$ cat src/rtl/huffman_code_bit_packer_defines.svh
// Assertion macros shared by the Huffman code bit packer RTL.
`ifndef HUFFMAN_CODE_BIT_PACKER_DEFINES_SVH
`define HUFFMAN_CODE_BIT_PACKER_DEFINES_SVH

// Check a property on every clock edge outside reset.
`define HCBP_ASSERT(label, clk, rst, prop) \
   label: assert property (@(posedge clk) disable iff (rst) (prop)) \
      else $error("hcbp: property violated");

// Check that a condition in one cycle implies a consequence in the next.
`define HCBP_ASSERT_NEXT(label, clk, rst, ante, cons) \
   label: assert property (@(posedge clk) disable iff (rst) (ante) |=> (cons)) \
      else $error("hcbp: next-cycle property violated");

`endif

$ cat src/rtl/hcbp_pkg.sv
// Package: types, opcodes and constants of the Huffman code bit packer.
`default_nettype none

package hcbp_pkg;

   // longest code word the table holds by default
   localparam int DEF_MAX_CODE_LEN = 16;

   // table depth and index width
   localparam int TABLE_DEPTH = 256;
   localparam int SYM_W       = 8;

   // packing window: one pending byte plus the longest code
   localparam int WIN_W = 24;
   localparam int SH_W  = 5;

   // result queue
   localparam int FIFO_DEPTH = 4;

   // opcodes
   localparam logic [1:0] OP_WRITE  = 2'd0;
   localparam logic [1:0] OP_ENCODE = 2'd1;
   localparam logic [1:0] OP_FLUSH  = 2'd2;

   typedef struct packed {
      logic [1:0]  opcode;
      logic [7:0]  symbol;
      logic [15:0] code_bits;
      logic [4:0]  code_length;
   } req_item_type;

   typedef struct packed {
      logic [7:0] out_byte;
      logic [2:0] padding_bits;
      logic       is_last;
   } rsp_item_type;

   // results handed from the packer to the result queue in the same cycle
   typedef struct packed {
      logic [1:0]   num;
      rsp_item_type first;
      rsp_item_type second;
   } push_type;

endpackage

`default_nettype wire

$ cat src/rtl/hcbp_result_fifo.sv
// Result queue: takes up to two results a cycle, delivers one a cycle unless stalled.
`default_nettype none
`include "huffman_code_bit_packer_defines.svh"

module hcbp_result_fifo
   import hcbp_pkg::*;
(
   input  wire logic         clock,
   input  wire logic         reset,
   input  wire push_type     push,
   output      logic         space_ok,
   output      logic         rsp_valid,
   input  wire logic         rsp_stall,
   output      rsp_item_type rsp_item
);

   localparam int PTR_W = $clog2(FIFO_DEPTH);
   localparam int CNT_W = $clog2(FIFO_DEPTH + 1);

   rsp_item_type     entry_ff [FIFO_DEPTH];
   logic [PTR_W-1:0] wr_ptr_ff, wr_ptr_in;
   logic [PTR_W-1:0] rd_ptr_ff, rd_ptr_in;
   logic [CNT_W-1:0] count_ff, count_in;
   logic             pop;

   assign space_ok  = count_ff <= CNT_W'(FIFO_DEPTH - 2);
   assign rsp_valid = count_ff != '0;
   assign rsp_item  = entry_ff[rd_ptr_ff];
   assign pop       = rsp_valid && !rsp_stall;

   // advance pointers and fill level
   assign wr_ptr_in = wr_ptr_ff + PTR_W'(push.num);
   assign rd_ptr_in = rd_ptr_ff + PTR_W'(pop);
   assign count_in  = count_ff + CNT_W'(push.num) - CNT_W'(pop);

   always_ff @(posedge clock) begin
      if (reset) begin
         wr_ptr_ff <= '0;
         rd_ptr_ff <= '0;
         count_ff  <= '0;
      end else begin
         wr_ptr_ff <= wr_ptr_in;
         rd_ptr_ff <= rd_ptr_in;
         count_ff  <= count_in;
      end
   end

   // store the pushed results in order
   always_ff @(posedge clock) begin
      if (push.num != 2'd0) begin
         entry_ff[wr_ptr_ff] <= push.first;
      end
      if (push.num == 2'd2) begin
         entry_ff[wr_ptr_ff + PTR_W'(1)] <= push.second;
      end
   end

   // never overfill
   `HCBP_ASSERT(a_count_bound, clock, reset, count_ff <= CNT_W'(FIFO_DEPTH))
   // results are pushed only when two slots are free
   `HCBP_ASSERT(a_push_has_room, clock, reset, (push.num == 2'd0) || space_ok)

endmodule

`default_nettype wire

$ cat config.mk
export PLATFORM = sky130hd
export DESIGN_NAME = hcbp_result_fifo
export DESIGN_NICKNAME = d
export VERILOG_FILES = /design/src/rtl/hcbp_pkg.sv /design/src/rtl/hcbp_result_fifo.sv
export VERILOG_INCLUDE_DIRS = /design/src /design/src/rtl
export SDC_FILE = /design/constraint.sdc
export NUM_CORES = 1
export LEC_CHECK = 0
export ABC_CLOCK_PERIOD_IN_PS = 2200
export BUFFER_PORTS_ARGS = -buffer_cell sky130_fd_sc_hd__buf_2
export CAP_MARGIN = 20
export CORE_AREA = 2 2 83 93
export CTS_CLUSTER_DIAMETER = 120
export DETAILED_ROUTE_END_ITERATION = 10
export DIE_AREA = 0 0 85 95
export GPL_TIMING_DRIVEN = 0
export PLACE_DENSITY = 0.62
export SLEW_MARGIN = 25
export SYNTH_ARGS = -nofsm -noshare
export SYNTH_HDL_FRONTEND = slang
export SYNTH_SLANG_ARGS = --single-unit
$ cat constraint.sdc
create_clock -name clock -period 2.2 [get_ports clock]
set_input_delay 0.22 -clock clock [delete_from_list [all_inputs] [get_ports clock]]
set_output_delay 0.22 -clock clock [all_outputs]
set_load 0.02 [all_outputs]
Word level (Yosys, flattened, before mapping). Memory sizes are Yosys's and may differ from the RTL's. A register that Yosys moved wholly into a read port is not among the register bits. Index checks and enable logic that the tools add are counted.

Flip-flop bits (word level): 7. Bits in latches: 0. Bits in writable memories: 48. Bits in read-only memories: 0. Bits of input ports: 29. Memories: 1.

$add $sub $neg: 5. $mul: 0. Div/mod/pow operators: 0. Magnitude comparators: 1. Eq/ne operators: 1. Shift operators: 0. Multiplexer cells: 5. Bitwise operators: 0. Reduce and logical (&&, ||, !) cells: 4.

Memory list: entry_ff (depth 4, bits a word 12, read ports 1, clocked after memory_dff 1, write ports 2, line hcbp_result_fifo.sv:20) `rsp_item_type entry_ff [FIFO_DEPTH];`.

Operator list (number): 2-to-1 mux 1 bit (4); adder 3 x 2 -> 3 bit (1); less-or-equal comparator 3 x 2 -> 1 bit (second input constant) (1); nonzero test 3 bit (1); subtractor 3 x 1 -> 3 bit (1); adder 2 x 1 -> 2 bit (1); adder 2 x 1 -> 2 bit (second input constant) (1); adder 2 bit (1); == test 2 bit (second input constant) (1); 2-to-1 mux 2 bit (1); nonzero test 2 bit (1); logical AND 1 bit (1); logical NOT 1 bit (1).

Logic depth before layout (Yosys ltp).
Depth after elaboration: 4. Gate-level depth with buffers: 8. Depth with buffers taken out: 8.

Least setup slack after synthesis. Ideal clock, no wire load.

Path kind: flip-flop to flip-flop. Start: register count_ff[0]. End: register count_ff[2]. Arrival: 1.836 ns. Data required time: 2.122 ns. Path slack: 0.286 ns. Cell stages (with the launch flop): 9. Path buffers: 0. Period minus slack after synthesis: 1.914 ns. Cell sequence: dfxtp_1 -> nor3_1 -> or3_1 -> nand2_1 -> ha_1 -> fa_1 -> xor2_1 -> and2_1 -> nor3_1.

Word-level cells in the longest chain between the ends: 3. Elaborated cells between the ends (all ways): 4. Those cells by class: 2 x add/sub; 2 x reduce/logical.

Ends and longest elaborated chain: start: declaration (line hcbp_result_fifo.sv:23) `logic [CNT_W-1:0] count_ff, count_in;`; start signal: assignment (line hcbp_result_fifo.sv:44) `count_ff <= count_in;`; branches (longest 2 deep; another with adder 3 x 2 -> 3 bit); subtractor 3 x 1 -> 3 bit * (line hcbp_result_fifo.sv:34) `assign count_in = count_ff + CNT_W'(push.num) - CNT_W'(pop);`.

Every way passes the cells marked *. A chain may end at the register's enable or synchronous reset.

Worst setup path in the final report. Ends and elaborated chain as after synthesis.

==> flow_metrics.py <==
metrics = {
    "sta": {
        "finalSetupViolCount": 0,
        "final.setup_skew_ns": 0.00877,
        "finalHoldViolCount": 0,
        "hold_ws_ns": 0.174,
        "finalCriticalPeriod_ns": 2.06,
        "tightest_slew_ns": 0.720,
        "finalCritPeriodShare": 0.935,
        "timing.fmax_mhz": 486,
        "fin_setup_tns_ns": 0,
        "slew_headroom": 0.518,
        "slew_violations": 0,
    },
    "worst_setup_path": {
        "crit_path_end_kind": "register",
        "cp.required_ns": 2.43,
        "worstRegToRegCells": 8,
        "r2r_start": "count_ff[0]",
        "critPathLaunchType": "register",
        "ff2ff_setup_slack_ns": 0.14,
        "path_max_fanout": 6,
        "cp.arrival_ns": 2.29,
        "r2r-end": "count_ff[2]",
        "worst-setup-path-type": "reg -> reg",
    },
    "layout": {
        "drive_gt1_frac": 0.590,
        "regArea_um2": 1580,
        "fillCellCount": 649,
        "areaGrowthSynthToFinish_pct": 16.6,
        "utilization": 0.452,
        "fin_nets": 249,
        "num_antenna_cells": 0,
        "multi_input_area_um2": 1150,
        "final_area_um2": 3260,
    },
    "cts": {
        "clockRootBuffer": "clkbuf_8",
        "cts_max_level": 2,
        "numCtsBuffers": 5,
        "cts.clk_slew.worst_paths_ns": 0.09,
        "tritoncts": "done",
        "post_cts_buffers": 0,
        "cts_buffer_depth": 2,
        "clkLatencyLatePin_ns": 0.31,
        "clock_sinks": 55,
    },
    "placement": {
        "gp_congestion": 0.703,
        "io_buffers": 42,
        "place_area_um2": 3150,
        "dp_hpwl_mm": 3.65,
    },
    "logic_synthesis": {
        "yosysTopAreaCellShare": 0.515,
        "synth.net_count": 199,
        "ys_top_cells_by_area": "edfxtp_1, mux2_2, mux4_2",
        "synth_cell_type_count": 30,
        "yosysTopAreaCell": "edfxtp_1",
        "yosysWarnings": 0,
        "syn_inst": 166,
        "ys_seq_area_frac": 0.565,
        "syn_avg_cell_area_um2": 16.9,
        "syn_area_um2": 2800,
        "ys_seq_elements": 55,
    },
    "global_routing": {
        "grt_max_degree": 17,
        "grt_pass1_vias": 1603,
        "track_usage": 0.145,
        "antenna_found_initial": 0,
        "globalRoute.totalOverflow": 0,
        "grt_pass1_wl_mm": 8.60,
    },
    "route": {
        "via_per_inst": 5.16,
        "drtIter0Drc": 61,
        "totalWireLength_mm": 5.47,
        "ant_nets": 0,
        "wl_per_cell_um": 18.0,
        "drtPass1Iterations": 4,
        "drc": 0,
        "via_count": 1570,
    },
    "run_status": {
        "status": "finished, final reports clean",
    },
    "floorplan": {
        "fp.coreArea_um2": 7230,
        "num_rows": 33,
        "die_h_um": 95,
        "ios": 43,
        "start_util": 0.388,
        "die-area_um2": 8080,
        "die_x_um": 85,
    },
    "min_path": {
        "min_path_type": "in -> reg",
        "hold_path_depth": 2,
        "hp-start": "reset",
        "holdPathEnd": "rd_ptr_ff[0]",
    },
    "power": {
        "p_leak_nw": 1.20,
        "ir_worst_vdd_mv": 0.511,
        "power_density_nw_per_um2": 858,
        "power_mw": 2.80,
    },
    "flow_run": {
        "cap_violations": 0,
    },
}
area by class of cell:
cell class | instances | area share
timing repair buffer | 43 | 0.0678
buffer | 9 | 0.0245
sequential | 55 | 0.484
clock buffer | 5 | 0.0211
multi-input combinational | 98 | 0.352
tap | 87 | 0.0333
clock inverter | 3 | 0.0119
inverter | 4 | 0.00460
metrics by stage:
stage | setup slack [ns] | cells
after floorplan | 0.286 | 166
after global placement | -0.570 | 295
after detailed placement | 0.0499 | 296
after CTS | 0.0174 | 304
after global routing | -0.0175 | 304
final | 0.142 | 304
logic make-up (layout without fill, tap and decap cells):
family / Yosys count / after routing / synth area share
fa+ha+maj: 4 / 4 / 0.0206
mux: 60 / 60 / 0.302
buf+inv: 13 / 64 / 0.0331
simple gates: 23 / 23 / 0.0541
xor+xnor: 3 / 3 / 0.00939
compound gates: 8 / 8 / 0.0165
flops: 55 / 55 / 0.565
layout by cell type (no fill, tap or decap), drive strengths merged, types with 2 or more instances in the layout:
| cell | Yosys | final |
|---|---|---|
| nor2 | 5 | 5 |
| or3 | 3 | 3 |
| edfxtp | 48 | 48 |
| o21ai | 2 | 2 |
| clkinv | 0 | 2 |
| and3b | 2 | 2 |
| mux2 | 48 | 48 |
| dfxtp | 7 | 7 |
| nor3 | 2 | 2 |
| buf | 9 | 51 |
| a21oi | 4 | 4 |
| inv | 4 | 4 |
| clkbuf | 0 | 6 |
| nand2 | 2 | 2 |
| nor2b | 5 | 5 |
| ha | 3 | 3 |
| mux4 | 12 | 12 |
| xor2 | 2 | 2 |
Yosys cell counts, drive strengths merged:
cell / number
nand2b: 1
ha: 3
nor3: 2
mux4: 12
edfxtp: 48
nor2: 5
xnor2: 1
and3b: 2
buf: 9
nand3: 1
xor2: 2
and2: 1
o21ai: 2
a21oi: 4
dfxtp: 7
inv: 4
fa: 1
nor2b: 5
nor4: 1
o31ai: 1
a21o: 1
nand2: 2
mux2: 48
or3: 3
state kept, by name (all words and copies together) (netlist names):
signal and cells:
rd_ptr_ff 2, count_ff 3, entry_ff 48, wr_ptr_ff 2
layer usage:
layer,global-route usage,part of all wire,up-vias
li1,-,-,748
met1,0.178,0.44,772
met2,0.253,0.50,41
met3,0.0332,0.039,9
met4,0.0450,0.017,0
met5,0,0,-
where the power goes:
| group | internal (mW) | switching (mW) | total [mW] |
|---|---|---|---|
| clock network | 0.334 | 0.328 | 0.662 |
| logic | 0.372 | 0.439 | 0.812 |
| registers | 1.28 | 0.0495 | 1.33 |
| total | 1.98 | 0.817 | 2.80 |
worst max path at each step:
| stage | depth (start not counted) | startpoint | endpoint |
|---|---|---|---|
| final | 8 | count_ff[0] | count_ff[2] |
| after global routing | 8 | count_ff[0] | count_ff[2] |
| after CTS | 8 | count_ff[0] | count_ff[2] |
| after detailed placement | 8 | count_ff[0] | count_ff[2] |
| after global placement | 2 | wr_ptr_ff[1] | entry_ff[0][10] |
| after floorplan | 8 | count_ff[0] | count_ff[2] |
what timing repair did:
action,4_1_cts,5_1_grt
setup endpoints to repair,0,9
hold buffers,0,0
gates resized for setup,0,2
worst max-delay path: stages, from the launching register on:
cell and delay (ns):
dfxtp_1 0.35, nor3_2 0.36, or3_1 0.21, nand2_1 0.06, ha_1 0.19, fa_1 0.37, xor2_1 0.16, and2_1 0.16
nor3_1 0.12
Power figures use the tool's default switching activity.
