<file path="src/rtl/huffman_code_bit_packer_defines.svh">
// Assertion macros shared by the Huffman code bit packer RTL.
`ifndef HUFFMAN_CODE_BIT_PACKER_DEFINES_SVH
`define HUFFMAN_CODE_BIT_PACKER_DEFINES_SVH

// Check a property on every clock edge outside reset.
`define HCBP_ASSERT(label, clk, rst, prop) \
   label: assert property (@(posedge clk) disable iff (rst) (prop)) \
      else $error("hcbp: property violated");

// Check that a condition in one cycle implies a consequence in the next.
`define HCBP_ASSERT_NEXT(label, clk, rst, ante, cons) \
   label: assert property (@(posedge clk) disable iff (rst) (ante) |=> (cons)) \
      else $error("hcbp: next-cycle property violated");

`endif

</file>
<file path="src/rtl/hcbp_pkg.sv">
// Package: types, opcodes and constants of the Huffman code bit packer.
`default_nettype none

package hcbp_pkg;

   // longest code word the table holds by default
   localparam int DEF_MAX_CODE_LEN = 16;

   // table depth and index width
   localparam int TABLE_DEPTH = 256;
   localparam int SYM_W       = 8;

   // packing window: one pending byte plus the longest code
   localparam int WIN_W = 24;
   localparam int SH_W  = 5;

   // result queue
   localparam int FIFO_DEPTH = 4;

   // opcodes
   localparam logic [1:0] OP_WRITE  = 2'd0;
   localparam logic [1:0] OP_ENCODE = 2'd1;
   localparam logic [1:0] OP_FLUSH  = 2'd2;

   typedef struct packed {
      logic [1:0]  opcode;
      logic [7:0]  symbol;
      logic [15:0] code_bits;
      logic [4:0]  code_length;
   } req_item_type;

   typedef struct packed {
      logic [7:0] out_byte;
      logic [2:0] padding_bits;
      logic       is_last;
   } rsp_item_type;

   // results handed from the packer to the result queue in the same cycle
   typedef struct packed {
      logic [1:0]   num;
      rsp_item_type first;
      rsp_item_type second;
   } push_type;

endpackage

`default_nettype wire

</file>
<file path="src/rtl/hcbp_packer.sv">
// Bit packer: pending byte state and byte assembly for encode and flush.
`default_nettype none
`include "huffman_code_bit_packer_defines.svh"

module hcbp_packer
   import hcbp_pkg::*;
#(
   parameter  int MAX_CODE_LEN = DEF_MAX_CODE_LEN,
   localparam int LEN_W        = $clog2(MAX_CODE_LEN + 1)
) (
   input  wire logic                    clock,
   input  wire logic                    reset,
   input  wire logic                    accept,
   input  wire logic [1:0]              opcode,
   input  wire logic [MAX_CODE_LEN-1:0] rd_word,
   input  wire logic [LEN_W-1:0]        rd_len,
   input  wire logic                    space_ok,
   output      logic                    stall,
   output      push_type                push
);

   logic                    s1_valid_ff, s1_valid_in;
   logic [1:0]              op_ff;
   logic [7:0]              pend_byte_ff, pend_byte_in;
   logic [2:0]              pend_cnt_ff, pend_cnt_in;
   logic                    fire;
   logic [MAX_CODE_LEN-1:0] code_masked;
   logic [WIN_W-1:0]        win_code;
   logic [WIN_W-1:0]        acc;
   logic [SH_W-1:0]         total;
   logic [SH_W-1:0]         shift;
   logic [1:0]              nbytes;
   logic [2:0]              pad;

   // an item leaves the stage when the queue has room for two results
   assign fire  = s1_valid_ff && space_ok;
   assign stall = s1_valid_ff && !space_ok;

   always_comb begin
      if (accept) begin
         s1_valid_in = 1'b1;
      end else if (fire) begin
         s1_valid_in = 1'b0;
      end else begin
         s1_valid_in = s1_valid_ff;
      end
   end

   always_ff @(posedge clock) begin
      if (reset) begin
         s1_valid_ff <= 1'b0;
      end else begin
         s1_valid_ff <= s1_valid_in;
      end
   end

   always_ff @(posedge clock) begin
      if (accept) begin
         op_ff <= opcode;
      end
   end

   // line the new code up directly after the pending bits
   assign code_masked = rd_word & ~({MAX_CODE_LEN{1'b1}} << rd_len);
   assign win_code    = {{(WIN_W - MAX_CODE_LEN){1'b0}}, code_masked};
   assign total       = {2'b00, pend_cnt_ff} + SH_W'(rd_len);
   assign shift       = SH_W'(WIN_W) - total;
   assign acc         = {pend_byte_ff, {(WIN_W - 8){1'b0}}} | (win_code << shift);
   assign nbytes      = total[4:3];
   assign pad         = 3'(4'd8 - {1'b0, pend_cnt_ff});

   // results and next pending state
   always_comb begin
      push.num     = 2'd0;
      push.first   = '{out_byte: acc[23:16], padding_bits: 3'd0,
                       is_last: (nbytes == 2'd1)};
      push.second  = '{out_byte: acc[15:8], padding_bits: 3'd0, is_last: 1'b1};
      pend_byte_in = pend_byte_ff;
      pend_cnt_in  = pend_cnt_ff;
      case (op_ff)
         OP_ENCODE: begin
            if (fire) begin
               push.num    = nbytes;
               pend_cnt_in = total[2:0];
               case (nbytes)
                  2'd0:    pend_byte_in = acc[23:16];
                  2'd1:    pend_byte_in = acc[15:8];
                  default: pend_byte_in = acc[7:0];
               endcase
            end
         end
         OP_FLUSH: begin
            push.first = '{out_byte: pend_byte_ff, padding_bits: pad, is_last: 1'b1};
            if (fire && (pend_cnt_ff != 3'd0)) begin
               push.num     = 2'd1;
               pend_byte_in = 8'd0;
               pend_cnt_in  = 3'd0;
            end
         end
         default: begin
            push.num = 2'd0;
         end
      endcase
   end

   always_ff @(posedge clock) begin
      if (reset) begin
         pend_byte_ff <= 8'd0;
         pend_cnt_ff  <= 3'd0;
      end else begin
         pend_byte_ff <= pend_byte_in;
         pend_cnt_ff  <= pend_cnt_in;
      end
   end

   // a flush leaves nothing pending
   `HCBP_ASSERT_NEXT(a_flush_clears, clock, reset, fire && (op_ff == OP_FLUSH), pend_cnt_ff == 3'd0)
   // results only come from an item that leaves the stage
   `HCBP_ASSERT(a_push_needs_fire, clock, reset, (push.num == 2'd0) || fire)
   // two bytes only from an encode
   `HCBP_ASSERT(a_two_only_encode, clock, reset, (push.num != 2'd2) || (op_ff == OP_ENCODE))

endmodule

`default_nettype wire

</file>
<file path="config.mk">
export PLATFORM = sky130hd
export DESIGN_NAME = hcbp_packer
export DESIGN_NICKNAME = d
export VERILOG_FILES = /design/src/rtl/hcbp_pkg.sv /design/src/rtl/hcbp_packer.sv
export VERILOG_INCLUDE_DIRS = /design/src /design/src/rtl
export SDC_FILE = /design/constraint.sdc
export NUM_CORES = 1
export LEC_CHECK = 0
export ABC_CLOCK_PERIOD_IN_PS = 9040
export BUFFER_PORTS_ARGS = -buffer_cell sky130_fd_sc_hd__buf_2
export CAP_MARGIN = 10
export CORE_MARGIN = 4
export CORE_UTILIZATION = 45
export CTS_CLUSTER_DIAMETER = 50
export DETAILED_ROUTE_END_ITERATION = 12
export PLACE_DENSITY = 0.78
export SLEW_MARGIN = 20
export SYNTH_ARGS = -nofsm -noshare
export SYNTH_HDL_FRONTEND = slang
export SYNTH_SLANG_ARGS = --single-unit
export TNS_END_PERCENT = 20
</file>
<file path="constraint.sdc">
create_clock -name clock -period 9.04 [get_ports clock]
set_input_delay 1.808 -clock clock [delete_from_list [all_inputs] [get_ports clock]]
set_output_delay 1.808 -clock clock [all_outputs]
set_load 0.02 [all_outputs]
</file>
; After elaboration in Yosys (flattened, before gate mapping)
; Cells that the tools add are included.
[classes]
mux = 13
bitwise = 3
n_eq_ne = 5
n_reduce_logical = 9
add_sub_neg = 3
shift = 2
[ops]
columns = cell, n
row1 = case mux 8 bit (2 select lines), 2
row2 = bitwise OR 24 bit, 1
row3 = << shifter 16 x 5 -> 24 bit, 1
row4 = AND 16 bit, 1
row5 = two-way mux 8 bit, 2
row6 = NOT 16 bit, 1
row7 = << shifter 16 x 5 -> 16 bit (first input constant), 1
row8 = two-way mux 12 bit, 1
row9 = two-way mux 3 bit, 2
row10 = case mux 3 bit (2 select lines), 1
row11 = adder 3 x 5 -> 5 bit, 1
row12 = subtractor 5 bit (first input constant), 1
row13 = equality test 2 x 1 -> 1 bit (second input constant), 2
row14 = != test 2 bit (second input constant), 2
row15 = case mux 2 bit (2 select lines), 1
row16 = nonzero test 2 bit, 2
row17 = logical AND 1 bit, 3
row18 = two-way mux 1 bit, 3
row19 = AND reduction 3 bit, 1
row20 = nonzero test 3 bit, 1
row21 = subtractor 1 x 3 -> 3 bit (first input constant), 1
row22 = equality test 2 bit (second input constant), 1
row23 = zero test 2 bit, 1
row24 = two-way mux 2 bit, 1
row25 = zero test 1 bit, 1
[totals]
word_cells = 39
out_inout_bits = 27
ff_bits = 14

; Logic depth before layout (Yosys ltp)
[logic_depth]
ltp_word = 8
mapped_depth = 14

; Worst setup path before layout
; No wires, ideal clock.
[synth_timing]
path_kind = in2out
startpoint = input port rd_len[0]
endpoint = output port push[23] (netlist bit)
cell_stages = 14
t_arrival_ns = 4.768
t_required_ns = 7.232
path_slack_ns = 2.464
path_buffers = 3
path_cell_list = ha_1 -> fa_1 -> inv_1 -> ha_1 -> buf_2 -> buf_2 -> clkbuf_1 -> nand3_1 -> o22ai_1 -> inv_1 -> mux4_2 -> nor2_1 -> a21oi_1 -> o21bai_1
[synth_lines]
columns = item, line
row1 = "start, declared", hcbp_packer.sv:16  ; input wire logic [LEN_W-1:0] rd_len,
row2 = "end, declared", hcbp_packer.sv:19  ; output push_type push

==> results.sh <==
export IMPL_status="completed"
export IMPL_synth_seq_cells=14
export IMPL_finalPower_w=0.0003206
export IMPL_antenna_found_initial=0
export IMPL_start_util=0.4723
export IMPL_htree_levels=1
export IMPL_grt_max_degree=33
export IMPL_crit_buf_inv=4
export IMPL_clock_sinks=14
export IMPL_dr_first_iter_drc_count=353
export IMPL_crit_path_end_kind="output port"
export IMPL_tritoncts="built"
export IMPL_clock_path_buffers=2
export IMPL_cts_clk_slew_worst_paths_ns=0.06
export IMPL_n_antenna_cell=0
export IMPL_p_leak_nw=1.273
export IMPL_period_needed_ns=7.330
export IMPL_worst_slack_ns=1.710
export IMPL_grt_setup_unrepaired="no"
export IMPL_timing_fmax_mhz=136.4
export IMPL_setup_violations=0
export IMPL_worstMarginPinSlew_ns=1.090
export IMPL_synthSimpleGateAreaFrac=0.2631
export IMPL_tns_ns=0
export IMPL_synth_area_per_cell_sq_um=7.358
export IMPL_path_max_fanout=23
export IMPL_overflow=0
export IMPL_max_slew_margin=0.2643
export IMPL_routed_wl_mm=8.360
export IMPL_ctsResizeCount=0
export IMPL_syn_area_sq_um=2649
export IMPL_arrival_ns=5.52
export IMPL_ys_types=81
export IMPL_ir_drop_mv=0.06531
export IMPL_yosys_warnings=0
export IMPL_place_gp_congestion=0.9567
export IMPL_synth_async_reset_ratio=0
export IMPL_synth_xor_area_frac=0.02976
export IMPL_muxShareOfSynthArea=0.08172
export IMPL_clock_skew_final_ns=0.002659
export IMPL_root_buffer="clkbuf_8"
export IMPL_hpwl_mm=6.246
export IMPL_cp_data_required_time_ns=7.23
export IMPL_hold_path_class="reg2reg"
export IMPL_fin_crit_sh=0.8108
export IMPL_netlist_instances=360
export IMPL_cp_start_kind="primary input"
export IMPL_viasPerCell=6.642
export IMPL_grt_pass1_wl_mm=14.28
export IMPL_drtPass1Iterations=6
export IMPL_crit_chain="buf_2, ha_1, fa_1, inv_1, ha_1, buf_4, mux2i_1, a2111oi_0, a211oi_1, a211oi_1, a22oi_1, o21ai_0, a21o_1, buf_2"
export IMPL_synth_compound_area_frac=0.3784
export IMPL_cts_buffers=3
export IMPL_cts_setup_buffers=0
export IMPL_die_w_um=84.72
export IMPL_fp_coreArea_sq_um=5608
export IMPL_pre_cts_ws_ns=1.835
export IMPL_grt_pass1_vias=2986
export IMPL_drive_gt1_frac=0.2228
export IMPL_slew_viol_final=0
export IMPL_die_h_um=84.72
export IMPL_ant_nets=0
export IMPL_nets=423
export IMPL_ys_seq_area_frac=0.1134
export IMPL_maxCapViolCount=0
export IMPL_fp_row_count=27
export IMPL_synth_top_family_by_area="compound AO/OA/AOI/OAI gates"
export IMPL_max_stage_delay_ns=0.55
export IMPL_cts_hold_fix_buffers=0
export IMPL_synth_edff_count=2
export IMPL_io_pins=54
export IMPL_powerDensity_nw_per_um2=111.0
export IMPL_num_vias=3042
export IMPL_crit_family="compound AO/OA/AOI/OAI gates"
export IMPL_drc=0
export IMPL_slowest_stage="a2111oi_0"
export IMPL_ys_flop_type="dfxtp_1"
export IMPL_syn2layout_area_growth_pct=9.022
export IMPL_grt_use_total=0.2386
export IMPL_portBuffers=49
export IMPL_clock_latency_ns=0.25
export IMPL_hold_violations=0
export IMPL_crit_type="in2out"
export IMPL_avgRoutedWirePerCell_um=18.25
export IMPL_design_die_area_sq_um=7177
export IMPL_synthAdderAreaFrac=0.04913
-- registers in the layout, indices dropped and copies added (netlist names) --
| name | count |
|---|---|
| pend_byte_ff | 8 |
| op_ff | 2 |
| pend_cnt_ff | 3 |
| s1_valid_ff | 1 |
-- through the flow --
stage / area (sq um) / hold slack, ns / instances / utilization
4_1_cts: 2888 / 0.4882 / 458 / 0.5149
3_3_place_gp: 2843 / 0.4620 / 454 / 0.5069
5_1_grt: 2888 / 0.5067 / 458 / 0.5149
3_5_place_dp: 2843 / 0.4747 / 454 / 0.5069
6_report: 2888 / 0.4849 / 458 / 0.5149
2_1_floorplan: 2656 / 0.4510 / 362 / -
-- power by group --
group	internal [W]	leakage (nW)	switching (W)	total (W)
clock	0.0000313	0.0228	0.0000241	0.0000554
combinational	0.0000746	1.13	0.000125	0.000200
sequential	0.0000647	0.117	0.000000922	0.0000657
-- cell families (layout without fill, tap and decap cells) --
group	after synthesis	after routing
compound gates	137	137
xor+xnor	4	4
fa+ha+maj	10	10
buf+inv	45	69
flops	14	14
mux	16	16
other cells	2	4
simple gates	132	132
-- layout by cell type, fill, tap and decap left out, types with 6 or more instances in the layout --
cell	netlist	layout
a211oi_1	9	9
a21o_1	8	8
a21oi_1	24	24
a22o_1	6	6
and3_1	8	8
buf_2	5	49
dfxtp_1	12	12
ha_1	8	8
inv_1	14	14
mux2i_1	7	7
nand2_1	35	35
nand2b_1	9	9
nand3_1	9	9
nor2_1	30	30
nor3_1	7	7
o21ai_0	20	20
o22ai_1	6	6
-- per-layer routing --
| metal | share of wire | global-route usage |
|---|---|---|
| met4 | 0.027 | 0.08777 |
| met3 | 0.078 | 0.04122 |
| met1 | 0.41 | 0.3081 |
| met2 | 0.49 | 0.3964 |
| met5 | 0 | 0 |
-- synthesized netlist by cell type (3+ instances only) --
cell type / instances / share of area
o21bai_1: 4 / 0.011
nand2_1: 35 / 0.050
o211ai_1: 5 / 0.014
or2_2: 4 / 0.0094
inv_1: 14 / 0.020
a31oi_1: 3 / 0.0071
buf_1: 3 / 0.0043
a21oi_1: 24 / 0.045
mux2i_1: 7 / 0.026
mux4_2: 4 / 0.034
mux2_2: 5 / 0.021
clkbuf_1: 15 / 0.021
buf_4: 5 / 0.014
and2_1: 4 / 0.0094
a211oi_1: 9 / 0.026
or4_4: 3 / 0.013
ha_1: 8 / 0.038
nand2b_1: 9 / 0.021
nand3_1: 9 / 0.017
nor2_1: 30 / 0.043
a221o_1: 4 / 0.015
o31ai_1: 5 / 0.014
nor3_1: 7 / 0.013
a21o_1: 8 / 0.023
buf_6: 3 / 0.013
buf_2: 5 / 0.0094
dfxtp_1: 12 / 0.091
a32o_1: 5 / 0.019
a32oi_1: 5 / 0.017
nand4_1: 5 / 0.012
o22ai_1: 6 / 0.014
and3_1: 8 / 0.019
o21ai_0: 20 / 0.038
a22o_1: 6 / 0.020
-- area by class of cell --
class                      instances  area (sq um)
clock buffer                       4         45.04
fill                             576          2720
inverter                          14         52.55
multi-input combinational        303          2140
sequential                        14         300.3
tap                               72         90.09
timing repair buffer              51         260.3
-- worst paths after layout --
| kind | slack (ns) | from | depth (start not counted) | endpoint |
|---|---|---|---|---|
| max reg2reg | 5.04 | pend_cnt_ff[0] | 11 | pend_byte_ff[6] |
| min | 0.48 | pend_byte_ff[0] | 1 | pend_byte_ff[0] |
| max | 1.71 | rd_len[0] | 14 | push[22] |
| min reg2reg | 0.48 | pend_byte_ff[0] | 1 | pend_byte_ff[0] |
-- worst reg2reg max path: cells and delay by family (launching register included) --
family	cells	cell delay [ns]
AND/OR/NAND/NOR	1	0.41
AO/OA/AOI/OAI	3	0.87
buffers and inverters	2	0.15
flip-flops	1	0.35
multiplexers	1	0.56
adder cells (fa/ha/maj)	4	1.59
(Power assumes the default switching activity.)
